## config.mk

```make
export PLATFORM = sky130hd
export DESIGN_NAME = skt_hash
export DESIGN_NICKNAME = d
export VERILOG_FILES = /design/src/skt_pkg.sv /design/src/skt_hash.sv
export SDC_FILE = /design/constraint.sdc
export NUM_CORES = 1
export LEC_CHECK = 0
export BUFFER_PORTS_ARGS = -buffer_cell sky130_fd_sc_hd__buf_2
export CAP_MARGIN = 20
export CELL_PAD_IN_SITES_DETAIL_PLACEMENT = 0
export CELL_PAD_IN_SITES_GLOBAL_PLACEMENT = 2
export CORE_ASPECT_RATIO = 0.9
export CORE_UTILIZATION = 46
export DETAILED_ROUTE_END_ITERATION = 10
export GPL_ROUTABILITY_DRIVEN = 0
export MAX_ROUTING_LAYER = met4
export PLACE_DENSITY = 0.9
export SLEW_MARGIN = 15
export SYNTH_ARGS = -nofsm -noshare
export SYNTH_HDL_FRONTEND = slang
export SYNTH_SLANG_ARGS = --single-unit
```

## constraint.sdc

```tcl
create_clock -name clk -period 13.9 [get_ports clk]
set_input_delay 0.695 -clock clk [delete_from_list [all_inputs] [get_ports clk]]
set_output_delay 0.695 -clock clk [all_outputs]
set_load 0.02 [all_outputs]
```

## src/skt_pkg.sv

```systemverilog
// ---------------------------------------------------------------------------
// skt_pkg
// Shared constants, status codes and control bundles for the string keyed
// hash table.
// ---------------------------------------------------------------------------
`timescale 1ns / 1ps
`default_nettype none

package skt_pkg;

  localparam int CHAR_W     = 8;
  localparam int AGE_W      = 32;
  localparam int STATUS_W   = 2;
  localparam int SLOT_OUT_W = 7;

  localparam int DEF_TABLE_ENTRIES = 100;
  localparam int DEF_NAME_BYTES    = 50;

  // result status codes
  localparam logic [STATUS_W-1:0] STAT_OK       = 2'd0;
  localparam logic [STATUS_W-1:0] STAT_MISS     = 2'd1;
  localparam logic [STATUS_W-1:0] STAT_TOO_LONG = 2'd2;

  typedef struct packed {
    logic             start;
    logic             is_find;
    logic [AGE_W-1:0] age;
  } tbl_req_t;

  typedef struct packed {
    logic                ready;
    logic                done;
    logic [STATUS_W-1:0] status;
    logic [AGE_W-1:0]    found_age;
  } tbl_resp_t;

endpackage

`default_nettype wire

```

## src/skt_hash.sv

```systemverilog
// ---------------------------------------------------------------------------
// skt_hash
// Three stage hash step: h' = ((h + c) * c) mod TABLE_ENTRIES, with the
// modulo done as a reciprocal multiply and a constant multiply-subtract.
// ---------------------------------------------------------------------------
`timescale 1ns / 1ps
`default_nettype none

module skt_hash #(
  parameter int TABLE_ENTRIES = skt_pkg::DEF_TABLE_ENTRIES
) (
  input  wire logic                               clk,
  input  wire logic                               rst_n,
  input  wire logic                               start,
  input  wire logic [$clog2(TABLE_ENTRIES)-1:0]   h_in,
  input  wire logic [skt_pkg::CHAR_W-1:0]         char_in,
  output logic                                    done,
  output logic [$clog2(TABLE_ENTRIES)-1:0]        h_out
);
  import skt_pkg::*;

  localparam int SLOT_W = $clog2(TABLE_ENTRIES);
  localparam int SUM_W  = ((SLOT_W > CHAR_W) ? SLOT_W : CHAR_W) + 1;
  localparam int P_W    = SUM_W + CHAR_W;
  localparam int K      = P_W + SLOT_W;
  localparam int M_W    = P_W + 2;
  localparam int PR_W   = P_W + M_W;
  localparam int QT_W   = P_W + SLOT_W + 1;
  localparam logic [63:0] RECIP_WIDE =
    ((64'd1 << K) + 64'(TABLE_ENTRIES) - 64'd1) / 64'(TABLE_ENTRIES);
  localparam logic [M_W-1:0] RECIP = M_W'(RECIP_WIDE);

  logic              v1_r, v2_r, v3_r;
  logic [P_W-1:0]    p1_r, p2_r, q2_r;
  logic [SLOT_W-1:0] h3_r;

  logic [SUM_W-1:0]  sum;
  logic [P_W-1:0]    p1_nxt, q2_nxt;
  logic [PR_W-1:0]   recip_prod;
  logic [QT_W-1:0]   qt, r_full;
  logic [SLOT_W:0]   r_low;
  logic [SLOT_W-1:0] h3_nxt;

  always_comb begin
    sum        = SUM_W'(h_in) + SUM_W'(char_in);
    p1_nxt     = P_W'(sum) * P_W'(char_in);
    recip_prod = PR_W'(p1_r) * PR_W'(RECIP);
    q2_nxt     = P_W'(recip_prod >> K);
    qt         = QT_W'(q2_r) * QT_W'(TABLE_ENTRIES);
    r_full     = QT_W'(p2_r) - qt;
    r_low      = r_full[SLOT_W:0];
    if (r_low >= (SLOT_W+1)'(TABLE_ENTRIES)) begin
      h3_nxt = SLOT_W'(r_low - (SLOT_W+1)'(TABLE_ENTRIES));
    end else begin
      h3_nxt = SLOT_W'(r_low);
    end
  end

  always_ff @(posedge clk) begin
    if (!rst_n) begin
      v1_r <= 1'b0;
      v2_r <= 1'b0;
      v3_r <= 1'b0;
    end else begin
      v1_r <= start;
      v2_r <= v1_r;
      v3_r <= v2_r;
    end
  end

  always_ff @(posedge clk) begin
    p1_r <= p1_nxt;
    p2_r <= p1_r;
    q2_r <= q2_nxt;
    h3_r <= h3_nxt;
  end

  assign done  = v3_r;
  assign h_out = h3_r;

  a_latency: assert property (@(posedge clk) disable iff (!rst_n)
    start |-> ##3 done)
    else $error("hash step did not finish in three cycles");

  a_range: assert property (@(posedge clk) disable iff (!rst_n)
    done |-> (32'(h_out) < TABLE_ENTRIES))
    else $error("hash result out of table range");

  a_single: assert property (@(posedge clk) disable iff (!rst_n)
    start |-> (!v1_r && !v2_r))
    else $error("hash step started while another is in flight");

endmodule

`default_nettype wire

```

==> results.yml <==
worst_setup_path:
  start_kind: "primary input"
  cp.arrival_ns: 6.29
  critPathMaxFanout: 10
  end_kind: "register"
  r2r_slack_ns: 7.96
  worst_ep_required_time_ns: 14.07
  rr_endpoint: "q2_r[5]"
  crit_type: "in -> reg"
  r2r_start: "p1_r[5]"
  cp-startpoint: "char_in[0]"
  reg2reg_depth: 17
timing:
  fin_crit_sh_pct: 44.0
  setup_viol: 0
  max_freq_ghz: 0.163
  slew_headroom_pct: 52.1
  finalHoldViolations: 0
  tightest_slew_ns: 0.714
  fin_setup_tns_ns: 0
  rsz0062_at_grt: "no"
  fin_skew_ns: 0.0104
  finalWorstSetupSlack_ns: 7.78
  report.final.slew_viol_count: 0
  min_period_ns: 6.12
finish:
  fin_util_pct: 50.8
  multiInputGateArea_um2: 6990
  drive_above_1_share_pct: 4.23
  stdcell_area_um2: 9430
  nFillCells: 1813
  regArea_um2: 821
  area_growth_pct: 7.01
  num_antenna_cells: 0
  nets: 1288
die:
  fp.dieH_um: 133
  die_w_um: 148
  rows: 47
  core-area_um2: 18600
  io-pin-count: 26
  dieArea_um2: 19700
  start_util_pct: 47.4
hold_path:
  hold_path.class: "reg -> reg"
  min_path_cells: 0
  hold_path_end: "h_out[0]"
  min_from: "p2_r[0]"
synth:
  ys_types: 47
  ys_seq_elements: 41
  syn_nets: 1258
  yosys_warnings: 0
  syn_avg_cell_area_um2: 9.65
  synth_top_cell_by_area: "fa_1"
  synth_ff_type: "dfxtp_1"
  synth_area_leaders: "fa_1 (35%), ha_1 (25%), inv_1 (11%), dfxtp_1 (9.3%), xnor2_1 (3.3%)"
  synthCells: 914
  ys_async_sr_fraction_pct: 0
  synth_top_area_share_pct: 34.7
  synth.cell_area_um2: 8820
  ys_seq_area_share_pct: 9.31
  synth-edff-count: 0
clock_network:
  clkTransAtPathRegs_ns: 0.06
  cts_tree: "yes"
  cts_hold_buf: 0
  numClockSinks: 41
  cts_buffers: 5
  clockBufferDepth: 2
  post_cts_buffers: 0
  clk-insertion-delay-late_ns: 0.29
  ctsResizeCount: 0
  cts_htree_levels: 2
  clock-root-buffer: "clkbuf_16"
grt:
  grt_pass1_wl_um: 29600
  grt_pass1_vias: 6010
  antenna_found_initial: 0
  gr-total-overflow: 0
  grt_max_degree: 17
  grtUsageTotal_pct: 19.7
outcome:
  status: "finished clean"
routing:
  wl_per_cell_um: 14.5
  viasPerCell: 4.93
  drc: 0
  drt_iter0_markers: 252
  first_pass_iters: 4
  vias: 5861
  wirelength_um: 17300
  antenna_left: 0
placed_design:
  port_buffers: 25
  place_ws_ns: 7.49
  place_hpwl_um: 15800
  placed_area_um2: 9240
flow_run:
  drv_cap: 0
## through the flow
| step | cells | hold slack, ns |
|---|---|---|
| 3_5_place_dp | 1182 | 0.346 |
| 2_1_floorplan | 914 | 0.332 |
| 5_1_grt | 1190 | 0.363 |
| 6_report | 1190 | 0.356 |
| 4_1_cts | 1190 | 0.357 |
| 3_3_place_gp | 1182 | 0.346 |
## cell usage in the layout (no fill, tap or decap), types with 3 or more instances in the layout
cell type | Yosys | layout
buf_2 | 0 | 25
o21bai_1 | 3 | 3
nand3_1 | 8 | 8
nand2_1 | 34 | 34
a21o_1 | 11 | 11
xnor2_1 | 33 | 33
fa_1 | 153 | 153
a221oi_1 | 5 | 5
o21a_1 | 5 | 5
o2111ai_1 | 4 | 4
nor2_1 | 26 | 26
a31oi_1 | 3 | 3
ha_1 | 173 | 173
nand2b_1 | 5 | 5
and3_1 | 3 | 3
a211o_1 | 3 | 3
o21ai_0 | 8 | 8
dfxtp_1 | 41 | 41
and2_1 | 41 | 41
clkbuf_16 | 0 | 5
nor2b_1 | 17 | 17
xor2_1 | 5 | 5
a21oi_1 | 22 | 22
nor3_1 | 5 | 5
or2_2 | 5 | 5
inv_1 | 266 | 266
## how the worst max path moves through the flow
stage | end | slack (ns)
global placement | p1_r[16] | 7.60
CTS | p1_r[16] | 7.79
finish | p1_r[16] | 7.78
detailed placement | p1_r[16] | 7.49
global route | p1_r[16] | 7.40
floorplan | p1_r[16] | 8.15
## cell type report
class	instances	area share, %
clock inverter	3	0.729
multi-input combinational	605	74.1
tap	245	3.25
inverter	266	10.6
clock buffer	5	1.33
sequential	41	8.70
timing repair buffer	25	1.33
## synth_stat cells (all sizes together) (4+ instances only)
master   count
inv        266
ha         173
fa         153
and2        41
dfxtp       41
nand2       34
xnor2       33
nor2        26
a21oi       22
nor2b       17
a21o        11
o21ai       10
nand3        8
or2          6
a221oi       5
nand2b       5
nor3         5
o21a         5
xor2         5
o2111ai      4
## cell families (layout without fill, tap and decap cells)
group	Yosys count	count (layout)	share of synthesized area, %
and+or+nand+nor	153	153	9.08
DFF	41	41	9.31
buffers and inverters	268	299	11.4
adders and majority gates	326	326	59.3
muxes	2	2	0.227
AOI/OAI and AO/OA	86	86	6.90
xor gates and xnor gates	38	38	3.78
## registers in the layout, indices dropped and copies added, names as in the netlist
register,count
v2_r,1
v1_r,1
p1_r,17
done,1
q2_r,6
p2_r,8
h_out,7
## routing by layer
layer | routed length, um | share of wire, % | up-vias | global-route usage [%]
li1 | - | - | 2892 | -
met1 | 8690 | 50 | 2891 | 28.8
met2 | 7840 | 45 | 69 | 30.4
met3 | 638 | 3.7 | 9 | 2.12
met4 | 123 | 0.71 | 0 | 2.18
met5 | 0 | 0 | - | -
## critical path, cell delays in order
cell,delay (ns)
buf_2,0.17
ha_1,0.23
fa_1,0.40
a21o_1,0.18
a21oi_1,0.21
o21bai_1,0.09
a21o_1,0.19
xor2_1,0.45
and2_1,0.22
fa_1,0.43
fa_1,0.47
fa_1,0.54
inv_1,0.05
fa_1,0.52
inv_1,0.04
ha_1,0.39
nand4_1,0.12
o21ba_2,0.23
o2111ai_1,0.27
a31o_1,0.19
a21oi_1,0.07
xnor2_1,0.12
Power is not shown: default switching activity piles up to over one toggle a cycle in this logic, so the estimate is an artifact.
